## src/rtl/core/route_table_engine_top_defines.svh

```systemverilog
// assertion macros for the route table engine
// expects clk and rst_n in the scope that uses them; no other dependencies
`ifndef ROUTE_TABLE_ENGINE_TOP_DEFINES_SVH
`define ROUTE_TABLE_ENGINE_TOP_DEFINES_SVH

// condition that must hold at every edge out of reset
`define RTE_ASSERT_ALWAYS(lbl, cond, msg) \
    lbl: assert property (@(posedge clk) disable iff (!rst_n) (cond)) else $error(msg);

// condition that must hold in the cycle after the trigger
`define RTE_ASSERT_NEXT(lbl, trig, cond, msg) \
    lbl: assert property (@(posedge clk) disable iff (!rst_n) (trig) |=> (cond)) else $error(msg);

`endif

```

## src/rtl/core/rte_pkg.sv

```systemverilog
// shared types and constants of the route table engine
// no dependencies
package rte_pkg;

    localparam int TABLE_DEPTH = 64;
    localparam int SLOT_W      = (TABLE_DEPTH > 1) ? $clog2(TABLE_DEPTH) : 1;
    localparam int CNT_W       = 7;

    localparam logic [2:0] MODE_LOOKUP     = 3'd0;
    localparam logic [2:0] MODE_ADD        = 3'd1;
    localparam logic [2:0] MODE_UPDATE     = 3'd2;
    localparam logic [2:0] MODE_DELETE     = 3'd3;
    localparam logic [2:0] MODE_DEL_IFACE  = 3'd4;
    localparam logic [2:0] MODE_PURGE      = 3'd5;
    localparam logic [2:0] MODE_LIST_VALID = 3'd6;
    localparam logic [2:0] MODE_LIST_NH    = 3'd7;

    localparam logic [1:0] ST_OK   = 2'd0;
    localparam logic [1:0] ST_MISS = 2'd1;
    localparam logic [1:0] ST_FULL = 2'd2;

    localparam logic [31:0] LOOPBACK_ADDR = 32'h7F00_0001;

    typedef struct packed {
        logic [31:0] dest;
        logic [31:0] gateway;
        logic [7:0]  hops;
        logic [31:0] seq;
        logic [31:0] life;
        logic [3:0]  iface;
        logic [31:0] bcast;
        logic        valid;
    } entry_t;

    localparam int ENTRY_W = $bits(entry_t);

    typedef struct packed {
        logic [2:0] mode;
        entry_t     ent;
        logic       fri;
    } item_t;

    typedef struct packed {
        logic [1:0]       status;
        entry_t           ent;
        logic [CNT_W-1:0] count;
        logic             last;
    } result_t;

endpackage

```

## src/rtl/core/rte_out_reg.sv

```systemverilog
// output register stage of the route table engine
// depends on rte_pkg
module rte_out_reg (
    input  logic             clk,
    input  logic             rst_n,
    input  logic             res_valid,
    input  rte_pkg::result_t res,
    output logic             res_ready,
    output logic             result_valid,
    input  logic             result_stall,
    output rte_pkg::result_t result_q
);

    logic             ovalid_reg;
    logic             ovalid_next;
    rte_pkg::result_t data_reg;
    rte_pkg::result_t data_next;

    assign res_ready    = !ovalid_reg || !result_stall;
    assign result_valid = ovalid_reg;
    assign result_q     = data_reg;

    always_comb
    begin
        ovalid_next = ovalid_reg;
        data_next   = data_reg;
        if (res_valid && res_ready)
        begin
            ovalid_next = 1'b1;
            data_next   = res;
        end
        else if (!result_stall)
        begin
            ovalid_next = 1'b0;
        end
    end

    always_ff @(posedge clk or negedge rst_n)
    begin
        if (!rst_n)
        begin
            ovalid_reg <= 1'b0;
        end
        else
        begin
            ovalid_reg <= ovalid_next;
        end
    end

    always_ff @(posedge clk)
    begin
        data_reg <= data_next;
    end

endmodule

```

## config.mk

```make
export PLATFORM = sky130hd
export DESIGN_NAME = rte_out_reg
export DESIGN_NICKNAME = d
export VERILOG_FILES = /design/src/rtl/core/route_table_engine_top_defines.svh /design/src/rtl/core/rte_pkg.sv /design/src/rtl/core/rte_out_reg.sv
export SDC_FILE = /design/constraint.sdc
export NUM_CORES = 1
export LEC_CHECK = 0
export BUFFER_PORTS_ARGS = -buffer_cell sky130_fd_sc_hd__buf_2
export CORE_AREA = 10 10 136 138
export DETAILED_ROUTE_END_ITERATION = 12
export DIE_AREA = 0 0 146 148
export PLACE_DENSITY = 0.77
export SETUP_SLACK_MARGIN = 0.3
export SLEW_MARGIN = 15
export SYNTH_ARGS = -nofsm -noshare
export SYNTH_HDL_FRONTEND = slang
export SYNTH_SLANG_ARGS = --single-unit
```

## constraint.sdc

```tcl
create_clock -name clk -period 7.6 [get_ports clk]
set_input_delay 1.14 -clock clk [delete_from_list [all_inputs] [get_ports clk]]
set_output_delay 1.14 -clock clk [all_outputs]
set_load 0.01 [all_outputs]
```

After elaboration in Yosys (flattened, before gate mapping) --
Index checks and enable logic that the tools add are counted.
Storage, ports and cells: bits of input ports 187, word-level logic and storage cells 19, flip-flop bits (word level) 184
Operators by class: reductions and logical operators 4, equal/unequal tests 1, multiplexer cells 2
Operators by type and width (number):
- zero test 1 bit | 2
- 2-to-1 mux 1 bit | 2
- inequality test 2 x 1 -> 1 bit, second input constant | 1
- logical AND 1 bit | 1
- logical OR 1 bit | 1

Longest topological paths before layout --
Gate-level depths: netlist (run 1).
depth in word-level cells 4, mapped depth 1, gate-level depth less buffers 1

Least setup slack after synthesis (run 1) --
No wires, ideal clock.
path type input to register, start point input port result_stall, end point register data_reg, in the netlist result_q[0] (enable), setup slack 0.712 ns, required time 6.994 ns, arrival 6.282 ns, path buffers 0, library setup time 0.606 ns, cell stages on the path 1, cells stage by stage a21boi_2
Between the ends: word-level cells in the longest chain between the ends 3
RTL lines:
- from (decl) | line rte_out_reg.sv:10 | input logic result_stall,
- zero test 1 bit
- logical OR 1 bit | line rte_out_reg.sv:19 | assign res_ready = !ovalid_reg || !result_stall;
- logical AND 1 bit | line rte_out_reg.sv:27 | if (res_valid && res_ready)
- to (signal assigned) | line rte_out_reg.sv:52 | data_reg <= data_next;
- to (decl) | line rte_out_reg.sv:16 | rte_pkg::result_t data_reg;
Every way passes these cells. A chain may end at the register's enable or synchronous reset.

Worst setup path after layout (run 1) --
start point input port result_stall, end point register data_reg, in the netlist result_q[82] (enable)
Same word-level chain as after synthesis.

==> metrics.md, run 1 <==
| Metric | Value |
|---|---|
| Result of the run | completed |
| Required time at the endpoint of the critical path | 7630 ps |
| Setup repair after global routing missed its margin | no |
| Path length in cells of the critical path | 3 |
| Capture point of the worst path | result_q[82]$_DFFE_PP_ |
| Total setup buffers inserted after CTS | 0 |
| Area share of the largest cell type after synthesis | 0.991 |
| Die footprint | approximately 22,000 um2 |
| Highest ir drop seen on vdd | 0.141 mV |
| Internal power | ~1700 uW |
| Antenna-violating nets left | 0 |
| Switch Pwr | 496 uW |
| Number of endpoints with negative hold slack in the final report | 0 |
| Post-layout util | 0.527 |
| Cells after Synth | between 150 and 200 |
| Largest cells by area after synthesis | sky130_fd_sc_hd__edfxtp_1, sky130_fd_sc_hd__dfrtp_1, sky130_fd_sc_hd__a21boi_2 |
| Post-DP HPWL | approximately 14 mm |
| Clock edge transition at the registers on the reported setup and hold paths | 70 ps |
| Routed Wire Length | approximately 17 mm |
| Highest fanout seen on the critical path | 85 |
| Overflow left after global routing | 0 |
| Pre-CTS setup slack | about 4400 ps |
| Worst Hold Slack | roughly 480 ps |
| Last weighted congestion value of the routability-driven placer | ~0.84 |
| Worst reg2reg startpoint | result_valid$_DFFE_PN0P_ |
| Via/cell ratio | ~4.2 |
| Post-synthesis register bit count | ~180 |
| Critical path's top delay family | buffers and inverters |
| DR WL met2 | about 8.7 mm |
| Signed area change from the synthesized netlist to the final layout | 49.3% |
| Cells resized by post-CTS repair | 0 |
| Final period util | 0.369 |
| Max-slew violations | 0 |
| Total clock sinks | approximately 180 |
| Die H | between 100 and 150 um |
| Critical path's slowest cell | sky130_fd_sc_hd__buf_4 |
| Arr. time, crit path | 2840 ps |
| Via count of the first global-routing pass | 3,849 |
| Largest stage delay, worst path | about 870 ps |
| Post-Route Skew | 12.3 ps |
| Per-cell routed wire length | a little over 20 um |
| Final worst-path setup slack | between 4000 and 5000 ps |
| Number of H-tree levels | 4 |
| Global-route usage over all layers | 0.148 |
| Final setup violating endpoints | 0 |
| Drt drc | 0 |
| Reg2reg end | result_q[82]$_DFFE_PP_ |
| Number of I/O pins | approximately 370 |
| Synth Net Count | 374 |
| Start point of the critical path | result_stall |
| Global-route wire length before repair | between 20 and 25 mm |
| Worst-Margin Slew | 1040 ps |
| Filler cells | between 1,000 and 1,500 |
| Part of the power in registers | 0.541 |
| First-pass iteration count of the detailed router | 4 |
| MaxCap Viol Count | 0 |
| Worst slew margin relative to its limit | 0.304 |
| Share of post-route cells with drive strength above 1 | 0.686 |
| Initial antenna violation count | 2 |
| Clock insertion delay at the later pin of the skew report | roughly 420 ps |
| Combinational power share | 0.073 |
| Highest routing layer actually used | met5 |
| Part of the Yosys area used for sequential elements | 0.996 |
| Clock Tree Root | sky130_fd_sc_hd__clkbuf_16 |
| Die span in x | 146 um |
| Cell-by-cell listing of the critical path | buf_2 -> a21boi_4 -> buf_4 |
| Fin nets | 766 |
| Mean area per synthesized cell | slightly below 30 um2 |
| Clock share of power | 0.386 |
| Leakage component of the power | between 0.003 and 0.004 uW |
| Routed met3 length | 2.02 mm |
| Critical path buffers and inverters | 2 |
| Number of buffers added by the clock tree synthesis step | 17 |
| # hold bufs at CTS | 0 |
| Critical Path Source Type | primary input |
| Max Clk Rate | approximately 360 MHz |
| Post-Route Setup TNS | 0 ps |
| Total power divided by cell area | around 270 nW/um2 |
| R2R setup slack | between 5000 and 6000 ps |
| Starting Density | 0.353 |
| Critical path type | in2reg |
| TritonCTS clock tree | built |
| Min-Delay Path Class | in2async |
| Netlist area before placement | ~5500 um2 |
| Fraction of power spent switching nets | 0.224 |
| Post-synth top area cell | sky130_fd_sc_hd__edfxtp_1 |
| Register-to-Register Path Depth | 2 |
| Site Rows | between 40 and 50 |
| Critical path capture point type | flip-flop |
| Synth unique cells | 5 |
| Count of routing violations after the opening detailed-route iteration | 152 |
| M1 WL | 5.52 mm |
| Via Count | about 3,400 |
| Number of warnings printed during yosys synthesis | 0 |
| Core Area | roughly 16,000 um2 |
| Buffers on Ports | 371 |
| Largest net degree at the start of global routing | between 80 and 90 |
| Deepest clock path buffer count | 2 |
| Final min period | ~2800 ps |
final cells by class:
| class | instances | area (um2) | share of cell area |
|---|---|---|---|
| multi-input combinational | 3 | 30.0 | 0.00363 |
| clock buffer | 17 | 425 | 0.0514 |
| timing repair buffer | 373 | 1870 | 0.226 |
| antenna | 1 | 2.50 | 0.000302 |
| tap | 216 | 270 | 0.0327 |
| clock inverter | 15 | 156 | 0.0189 |
| sequential | 184 | 5520 | 0.667 |
Yosys cell counts, drive strengths merged:
cell type,n
nand2,1
edfxtp,183
a21o,1
dfrtp,1
a21boi,1
placed cells by master (no fill, tap or decap):
cell	n
sky130_fd_sc_hd__edfxtp_1	183
sky130_fd_sc_hd__buf_4	2
sky130_fd_sc_hd__clkinv_4	2
sky130_fd_sc_hd__clkinv_2	1
sky130_fd_sc_hd__inv_8	4
sky130_fd_sc_hd__dfrtp_1	1
sky130_fd_sc_hd__nand2_1	1
sky130_fd_sc_hd__clkinvlp_4	2
sky130_fd_sc_hd__clkbuf_16	17
sky130_fd_sc_hd__buf_2	371
sky130_fd_sc_hd__diode_2	1
sky130_fd_sc_hd__a21o_1	1
sky130_fd_sc_hd__bufinv_16	1
sky130_fd_sc_hd__inv_6	5
sky130_fd_sc_hd__a21boi_4	1
power groups by stage:
stage          sequential (uW)  combinational, uW  clock (uW)
6_report                  1200                161         856
5_1_grt                   1200                175         923
4_1_cts                   1200                165         883
3_5_place_dp              1220                165           0
3_3_place_gp              1220                160           0
2_1_floorplan             1260               18.6           0
metrics by stage:
stage / total power [uW] / area [um2] / cells
CTS: 2250 / 8270 / 808
global placement: 1380 / 7690 / 776
global route: 2300 / 8280 / 809
detailed placement: 1390 / 7690 / 776
finish: 2210 / 8280 / 809
floorplan: 1280 / 5540 / 187
state kept, by name, summed over array words and instances, names as in the netlist:
name	flops
result_q	183
result_valid	1
how the worst min path moves through the flow:
| stage | depth (start not counted) | from | to | slack (ps) |
|---|---|---|---|---|
| CTS | 1 | rst_n | result_valid$_DFFE_PN0P_ | 450 |
| finish | 1 | rst_n | result_valid$_DFFE_PN0P_ | 480 |
| floorplan | 1 | result_valid$_DFFE_PN0P_ | result_valid$_DFFE_PN0P_ | 580 |
| global route | 1 | rst_n | result_valid$_DFFE_PN0P_ | 460 |
| detailed placement | 1 | result_valid$_DFFE_PN0P_ | result_valid$_DFFE_PN0P_ | 570 |
| global placement | 1 | result_valid$_DFFE_PN0P_ | result_valid$_DFFE_PN0P_ | 570 |
per-layer routing:
layer	vias up	GRT usage
li1	1548	-
met1	1608	0.140
met2	242	0.256
met3	25	0.0812
met4	2	0.0686
met5	-	0
cell families after synthesis:
kind of cell | Yosys count | share of synthesized area
flip-flops | 184 | 0.996
AO/OA/AOI/OAI | 2 | 0.00339
AND/OR/NAND/NOR | 1 | 0.000677
worst register-to-register path, stage by stage (launching register included):
cell,delay (ps)
sky130_fd_sc_hd__dfrtp_1,430
sky130_fd_sc_hd__a21boi_4,610
sky130_fd_sc_hd__buf_4,870
Note: power is estimated with default switching activity, not from simulation.
==> run 2: changes to the inputs <==
- ABC_AREA: unset -> 1
- CORE_AREA: 10 10 136 138 -> 10 10 137 139
- DIE_AREA: 0 0 146 148 -> 0 0 147 149
- PLACE_DENSITY: 0.77 -> 0.79
- clock period: 7.6 -> 2.53 ns (I/O delays scaled with it)
==> metrics.md, run 2 <==
| Metric | Value |
|---|---|
| Footprint of the flip-flops and latches | 5520 um2 (unchanged) |
| Worst slew margin relative to its limit | 0.512 (was 0.304) |
| Critical path capture point type | flip-flop (unchanged) |
| Post-DP HPWL | 13.5 mm (about the same) |
| Die H | 149 um (was 148 um) |
| Clock insertion delay at the later pin of the skew report | 410 ps (was 420 ps) |
| Clock Tree Root | sky130_fd_sc_hd__clkbuf_16 (unchanged) |
| Deepest clock path buffer count | 2 (unchanged) |
| Number of I/O pins | 372 (unchanged) |
| Per-cell routed wire length | 19.8 um (was 20.4 um) |
| Final period util | 0.666 |
| Xor and xnor area share after synthesis | 0 (unchanged) |
| Sink of the worst hold path | result_q[104]$_DFFE_PP_ |
| Cell-by-cell listing of the critical path | a21oi_4 -> buf_12 (was buf_2 -> a21boi_4 -> buf_4) |
| Leading cell type in the layout, fill and taps excluded | sky130_fd_sc_hd__buf_2 (unchanged) |
| Largest stage delay, worst path | 610 ps (was 870 ps) |
| Primary FF master, synth | sky130_fd_sc_hd__edfxtp_1 (unchanged) |
| Total power divided by cell area | 778 nW/um2 (was 268 nW/um2) |
| Initial antenna violation count | 2 (unchanged) |
| Final min period | ~1700 ps |
| Number of warnings printed during yosys synthesis | 0 (unchanged) |
| Post-Route Setup TNS | 0 ps (unchanged) |
| Die span in x | 147 um (was 146 um) |
| MaxCap Viol Count | 0 (unchanged) |
| Critical Path Source Type | flip-flop (was primary input) |
| Top library cells by usage in the layout, fill and taps aside | sky130_fd_sc_hd__buf_2, sky130_fd_sc_hd__edfxtp_1, sky130_fd_sc_hd__clkbuf_16 (unchanged) |
| Post-synth top area cell | sky130_fd_sc_hd__edfxtp_1 (unchanged) |
| Adder-cell share of the synthesized area | 0 (unchanged) |
| Max Clk Rate | 593 MHz |
| Mean area per synthesized cell | 29.4 um2 (was 29.6 um2) |
| Cells after Synth | 188 (was 187) |
| Worst Hold Launch | res[104] |
| R2R setup slack | 840 ps (was 5190 ps) |
| Max-slew violations | 0 (unchanged) |
| Highest fanout seen on the critical path | 40 (was 85) |
| Buffers on Ports | 371 (unchanged) |
| Via count of the first global-routing pass | 3,749 (was 3,849) |
| Core Area | 16,200 um2 (was 15,700 um2) |
| Starting Density | 0.342 (was 0.353) |
| Worst-Margin Slew | 731 ps (was 1040 ps) |
| Post-synthesis mux area share | 0 (unchanged) |
| Part of the Yosys area used for sequential elements | 0.997 (was 0.996) |
| Antenna-violating nets left | 0 (unchanged) |
| Cell depth of the worst hold path | 1 |
| Required time at the endpoint of the critical path | 2630 ps (was 7630 ps) |
| Most common library cells after synthesis | sky130_fd_sc_hd__edfxtp_1, sky130_fd_sc_hd__nand2_1, sky130_fd_sc_hd__a21oi_1, sky130_fd_sc_hd__dfrtp_1, sky130_fd_sc_hd__inv_1 (was sky130_fd_sc_hd__edfxtp_1, sky130_fd_sc_hd__a21boi_2, sky130_fd_sc_hd__a21o_1, sky130_fd_sc_hd__dfrtp_1, sky130_fd_sc_hd__nand2_1) |
| Simple-gate area share of the yosys netlist | 0.00136 (was 0.000677) |
| Largest cells by area after synthesis | sky130_fd_sc_hd__edfxtp_1, sky130_fd_sc_hd__dfrtp_1, sky130_fd_sc_hd__nand2_1 (was sky130_fd_sc_hd__edfxtp_1, sky130_fd_sc_hd__dfrtp_1, sky130_fd_sc_hd__a21boi_2) |
| Count of routing violations after the opening detailed-route iteration | 150 (was 152) |
| Global-route wire length before repair | 22.9 mm (was 23.6 mm) |
| Last weighted congestion value of the routability-driven placer | 0.827 (was 0.838) |
| Min-Delay Path Class | in2reg (was in2async) |
| Post-synthesis register bit count | 184 (unchanged) |
| Multi-input gate area in the final layout | 23.8 um2 (was 30.0 um2) |
| Via/cell ratio | 4.12 (was 4.23) |
| Setup repair after global routing missed its margin | no (unchanged) |
| Synth unique cells | 5 (unchanged) |
| Signed area change from the synthesized netlist to the final layout | 51.4% (was 49.3%) |
| Result of the run | completed (unchanged) |
| Max reg flops | 183 (unchanged) |
| Die footprint | 21,900 um2 (was 21,600 um2) |
| Compound-gate portion of the synthesized area | 0.000904 (was 0.00339) |
| Most instantiated library cell after synthesis | sky130_fd_sc_hd__edfxtp_1 (unchanged) |
| Filler cells | 1,310 (was 1,284) |
| Number of buffers added by the clock tree synthesis step | 17 (unchanged) |
| TritonCTS clock tree | built (unchanged) |
| Share of post-route cells with drive strength above 1 | 0.684 (was 0.686) |
| Main combinational cell family by area after synthesis | simple AND/OR/NAND/NOR gates (was compound AO/OA/AOI/OAI gates) |
| Reg2reg end | result_q[65]$_DFFE_PP_ (was result_q[82]$_DFFE_PP_) |
| Via Count | 3,400 (was 3,425) |
| Fin nets | 778 (was 766) |
| Leakage component of the power | 0.00357 uW (was 0.00352 uW) |
| Post-synthesis async set-or-reset flop share | 0.00543 (unchanged) |
| Number of synthesized flops with an enable pin | 183 (unchanged) |
| Critical path type | reg2reg (was in2reg) |
| Routed Wire Length | 16.3 mm (was 16.5 mm) |
| Arr. time, crit path | 1790 ps (was 2840 ps) |
| Register-to-Register Path Depth | 2 (unchanged) |
| Largest net degree at the start of global routing | 41 (was 86) |
| Highest ir drop seen on vdd | 0.396 mV (was 0.141 mV) |
| Drt drc | 0 (unchanged) |
| Clock edge transition at the registers on the reported setup and hold paths | 70 ps (about the same) |
| Final setup violating endpoints | 0 (unchanged) |
| Total setup buffers inserted after CTS | 0 (unchanged) |
| Total clock sinks | 184 (unchanged) |
| Area share of the largest cell type after synthesis | 0.993 (was 0.991) |
| Site Rows | 47 (was 46) |
| Overflow left after global routing | 0 (unchanged) |
| Critical path's slowest cell | sky130_fd_sc_hd__a21oi_4 (was sky130_fd_sc_hd__buf_4) |
| Post-Route Skew | 8.14 ps (was 12.3 ps) |
| Netlist area before placement | 5540 um2 (about the same) |
| Worst reg2reg startpoint | result_valid$_DFFE_PN0P_ (unchanged) |
| First-pass iteration count of the detailed router | 4 (unchanged) |
| Worst Hold Slack | 135 ps (was 476 ps) |
| Number of endpoints with negative hold slack in the final report | 0 (unchanged) |
| Number of H-tree levels | 4 (unchanged) |
| Global-route usage over all layers | 0.141 (was 0.148) |
| Synth Net Count | 375 (was 374) |
==> run 2: cell families (layout without fill, tap and decap cells) <==
group,after synthesis,count (layout)
compound gates,1,1
buf+inv,1,417
flops,184,184
simple gates,2,2
other cells,0,2
==> run 2: per-stage QoR <==
stage,util,power [uW],std cells,worst slack [ps],cell area (um2)
2_1_floorplan,-,3830,188,-1390,5550
3_3_place_gp,0.484,4160,791,750,7820
3_5_place_dp,0.484,4180,791,746,7820
4_1_cts,0.518,6620,824,805,8380
5_1_grt,0.518,6790,825,743,8380
6_report,0.518,6530,826,845,8380
==> run 2: critical path, delay by kind of cell (launching register included) <==
| kind | cells | cell delay, ps |
|---|---|---|
| DFF | 1 | 420 |
| AOI/OAI and AO/OA | 1 | 610 |
| buffers and inverters | 1 | 320 |
==> run 2: repair_timing <==
| action | CTS | global route |
|---|---|---|
| hold endpoints to repair | 1 | 0 |
| endpoints found under the setup margin | 0 | 0 |
| gates resized for setup | 0 | 0 |
| hold buffers | 1 | 0 |
==> run 2: report_power, final <==
group	switching, uW	internal [uW]	total (uW)
clock network	1140	1290	2420
registers	38.8	3550	3590
logic	280	230	510
total	1450	5070	6530
==> run 2: cell type report <==
cell class                      instances  share of cell area
Tap cell                              220              0.0328
Sequential cell                       184               0.659
Clock buffer                           18              0.0512
Antenna cell                            2            0.000597
Inverter                                1            0.000448
Timing Repair Buffer                  384               0.239
Multi-Input combinational cell          3             0.00284
Clock inverter                         14              0.0142
==> run 2: per-layer routing <==
metal  routed length [um]  share of wire  up-vias  global-route usage
li1                     -              -     1573                   -
met1                 5480           0.34     1596               0.136
met2                 8500           0.52      219               0.243
met3                 2120           0.13       12              0.0877
met4                  215          0.013        0              0.0530
met5                    0              0        -                   0
==> run 2: worst max path at each step <==
stage	start	end	slack [ps]	cells past startpoint
2_1_floorplan	result_stall	result_q[0]$_DFFE_PP_	-1390	1
3_3_place_gp	result_stall	result_q[113]$_DFFE_PP_	750	3
3_5_place_dp	result_stall	result_q[111]$_DFFE_PP_	750	3
4_1_cts	result_valid$_DFFE_PN0P_	result_q[111]$_DFFE_PP_	810	2
5_1_grt	result_valid$_DFFE_PN0P_	result_q[171]$_DFFE_PP_	740	2
6_report	result_valid$_DFFE_PN0P_	result_q[65]$_DFFE_PP_	840	2
==> run 3: changes to the inputs <==
- CORE_AREA: 10 10 137 139 -> 10 10 136 138
- DIE_AREA: 0 0 147 149 -> 0 0 146 148
- PLACE_DENSITY: 0.79 -> 0.77
- clock period: 2.53 -> 1.6 ns (I/O delays scaled with it)
==> metrics.md, run 3 <==
| Metric | Value |
|---|---|
| Post-synthesis register bit count | 184 (unchanged) |
| Most instantiated library cell after synthesis | sky130_fd_sc_hd__edfxtp_1 (unchanged) |
| Total clock sinks | 184 (unchanged) |
| Placed Instances | 788 (was 791) |
| Buffers on Ports | 371 (unchanged) |
| Part of the Yosys area used for sequential elements | 0.997 (unchanged) |
| Mean area per synthesized cell | 29.4 um2 (unchanged) |
| Number of buffers added by the clock tree synthesis step | 17 (unchanged) |
| Result of the run | stopped before the end (was completed) |
| Post-DP HPWL | 14.0 mm (was 13.5 mm) |
| Area share of the largest cell type after synthesis | 0.993 (unchanged) |
| Site Rows | 46 (was 47) |
| Exit stage | clock tree synthesis |
| Post-synthesis async set-or-reset flop share | 0.00543 (unchanged) |
| Last weighted congestion value of the routability-driven placer | 0.811 (was 0.827) |
| Cells after Synth | 188 (unchanged) |
| Most common library cells after synthesis | sky130_fd_sc_hd__edfxtp_1, sky130_fd_sc_hd__nand2_1, sky130_fd_sc_hd__a21oi_1, sky130_fd_sc_hd__dfrtp_1, sky130_fd_sc_hd__inv_1 (unchanged) |
| Number of H-tree levels | 4 (unchanged) |
| # hold bufs at CTS | 167 (was 1) |
| Number of synthesized flops with an enable pin | 183 (unchanged) |
| Total setup buffers inserted after CTS | 8 (was 0) |
| Netlist area before placement | 5540 um2 (unchanged) |
| Cells resized by post-CTS repair | 8 (was 0) |
| First error | [ERROR RSZ-0060] Max buffer count reached. |
| Die H | 148 um (was 149 um) |
| Number of warnings printed during yosys synthesis | 0 (unchanged) |
| Starting Density | 0.352 (was 0.342) |
| Clock Tree Root | sky130_fd_sc_hd__clkbuf_16 (unchanged) |
| Number of I/O pins | 372 (unchanged) |
| Post-synth top area cell | sky130_fd_sc_hd__edfxtp_1 (unchanged) |
| Synth unique cells | 5 (unchanged) |
| Primary FF master, synth | sky130_fd_sc_hd__edfxtp_1 (unchanged) |
| Deepest clock path buffer count | 2 (unchanged) |
| Synth Net Count | 375 (unchanged) |
| Die span in x | 146 um (was 147 um) |
| Pre-CTS setup slack | 176 ps (was 746 ps) |
| Largest cells by area after synthesis | sky130_fd_sc_hd__edfxtp_1, sky130_fd_sc_hd__dfrtp_1, sky130_fd_sc_hd__nand2_1 (unchanged) |
## run 3: cell counts after synthesis
No cell type changed its count.
## run 3: metrics by stage
stage | util | area (um2)
3_5_place_dp | 0.499 | 7840
3_3_place_gp | 0.499 | 7840
2_1_floorplan | - | 5550
## run 3: logic make-up after synthesis
| kind of cell | share of synthesized area |
|---|---|
| flip-flops | 0.997 |
| AND/OR/NAND/NOR | 0.00136 |
| AO/OA/AOI/OAI | 0.000903 |
| buffers and inverters | 0.000677 |
==> run 4: changes to the inputs <==
- CORE_AREA: 10 10 136 138 -> unset
- CORE_MARGIN: unset -> 10
- CORE_UTILIZATION: unset -> 25
- DIE_AREA: 0 0 146 148 -> unset
- PLACE_DENSITY: 0.77 -> unset
- PLACE_DENSITY_LB_ADDON: unset -> 0.15
- SETUP_SLACK_MARGIN: 0.3 -> unset
==> metrics.md, run 4 <==
| Metric | Value |
|---|---|
| Result of the run | stopped before the end (unchanged) |
| Exit stage | clock tree synthesis (unchanged) |
| First error | [ERROR RSZ-0060] Max buffer count reached. (unchanged) |
| Number of H-tree levels | 4 (unchanged) |
| Number of buffers added by the clock tree synthesis step | 17 (unchanged) |
| Cells after Synth | 188 (unchanged) |
| Site Rows | 54 (was 46) |
| Most common library cells after synthesis | sky130_fd_sc_hd__edfxtp_1, sky130_fd_sc_hd__nand2_1, sky130_fd_sc_hd__a21oi_1, sky130_fd_sc_hd__dfrtp_1, sky130_fd_sc_hd__inv_1 (unchanged) |
| Total clock sinks | 184 (unchanged) |
| Post-synth top area cell | sky130_fd_sc_hd__edfxtp_1 (unchanged) |
| Synth Net Count | 375 (unchanged) |
| Pre-CTS setup slack | 173 ps (was 176 ps) |
| Part of the Yosys area used for sequential elements | 0.997 (unchanged) |
| Starting Density | 0.254 (was 0.352) |
| Die H | 169 um (was 148 um) |
| Post-synthesis register bit count | 184 (unchanged) |
| Number of synthesized flops with an enable pin | 183 (unchanged) |
| Deepest clock path buffer count | 2 (unchanged) |
| Primary FF master, synth | sky130_fd_sc_hd__edfxtp_1 (unchanged) |
| Clock Tree Root | sky130_fd_sc_hd__clkbuf_16 (unchanged) |
| Largest cells by area after synthesis | sky130_fd_sc_hd__edfxtp_1, sky130_fd_sc_hd__dfrtp_1, sky130_fd_sc_hd__nand2_1 (unchanged) |
| Die span in x | 169 um (was 146 um) |
| Mean area per synthesized cell | 29.4 um2 (unchanged) |
| Number of warnings printed during yosys synthesis | 0 (unchanged) |
| Synth unique cells | 5 (unchanged) |
| # hold bufs at CTS | 177 (was 167) |
| Buffers on Ports | 371 (unchanged) |
| Most instantiated library cell after synthesis | sky130_fd_sc_hd__edfxtp_1 (unchanged) |
| Last weighted congestion value of the routability-driven placer | 0.820 (was 0.811) |
| Total setup buffers inserted after CTS | 0 (was 8) |
| Cells resized by post-CTS repair | 0 (was 8) |
| Netlist area before placement | 5540 um2 (unchanged) |
| Post-DP HPWL | 14.2 mm (was 14.0 mm) |
| Area share of the largest cell type after synthesis | 0.993 (unchanged) |
| Post-synthesis async set-or-reset flop share | 0.00543 (unchanged) |
| Number of I/O pins | 372 (unchanged) |
-- run 4: cell counts after synthesis --
No cell type changed its count.
-- run 4: kinds of logic after synthesis --
family                 synth area share
AO/OA/AOI/OAI                  0.000903
buffers and inverters          0.000677
flip-flops                        0.997
AND/OR/NAND/NOR                 0.00136
-- run 4: per-stage QoR --
stage / util / setup TNS (ps) / hold slack [ps] / cell area, um2 / instances
floorplan: - / -420420 / -55.6 / 5550 / 188
detailed placement: 0.363 / 0 / 17.2 / 7920 / 851
global placement: 0.363 / 0 / 16.6 / 7920 / 851
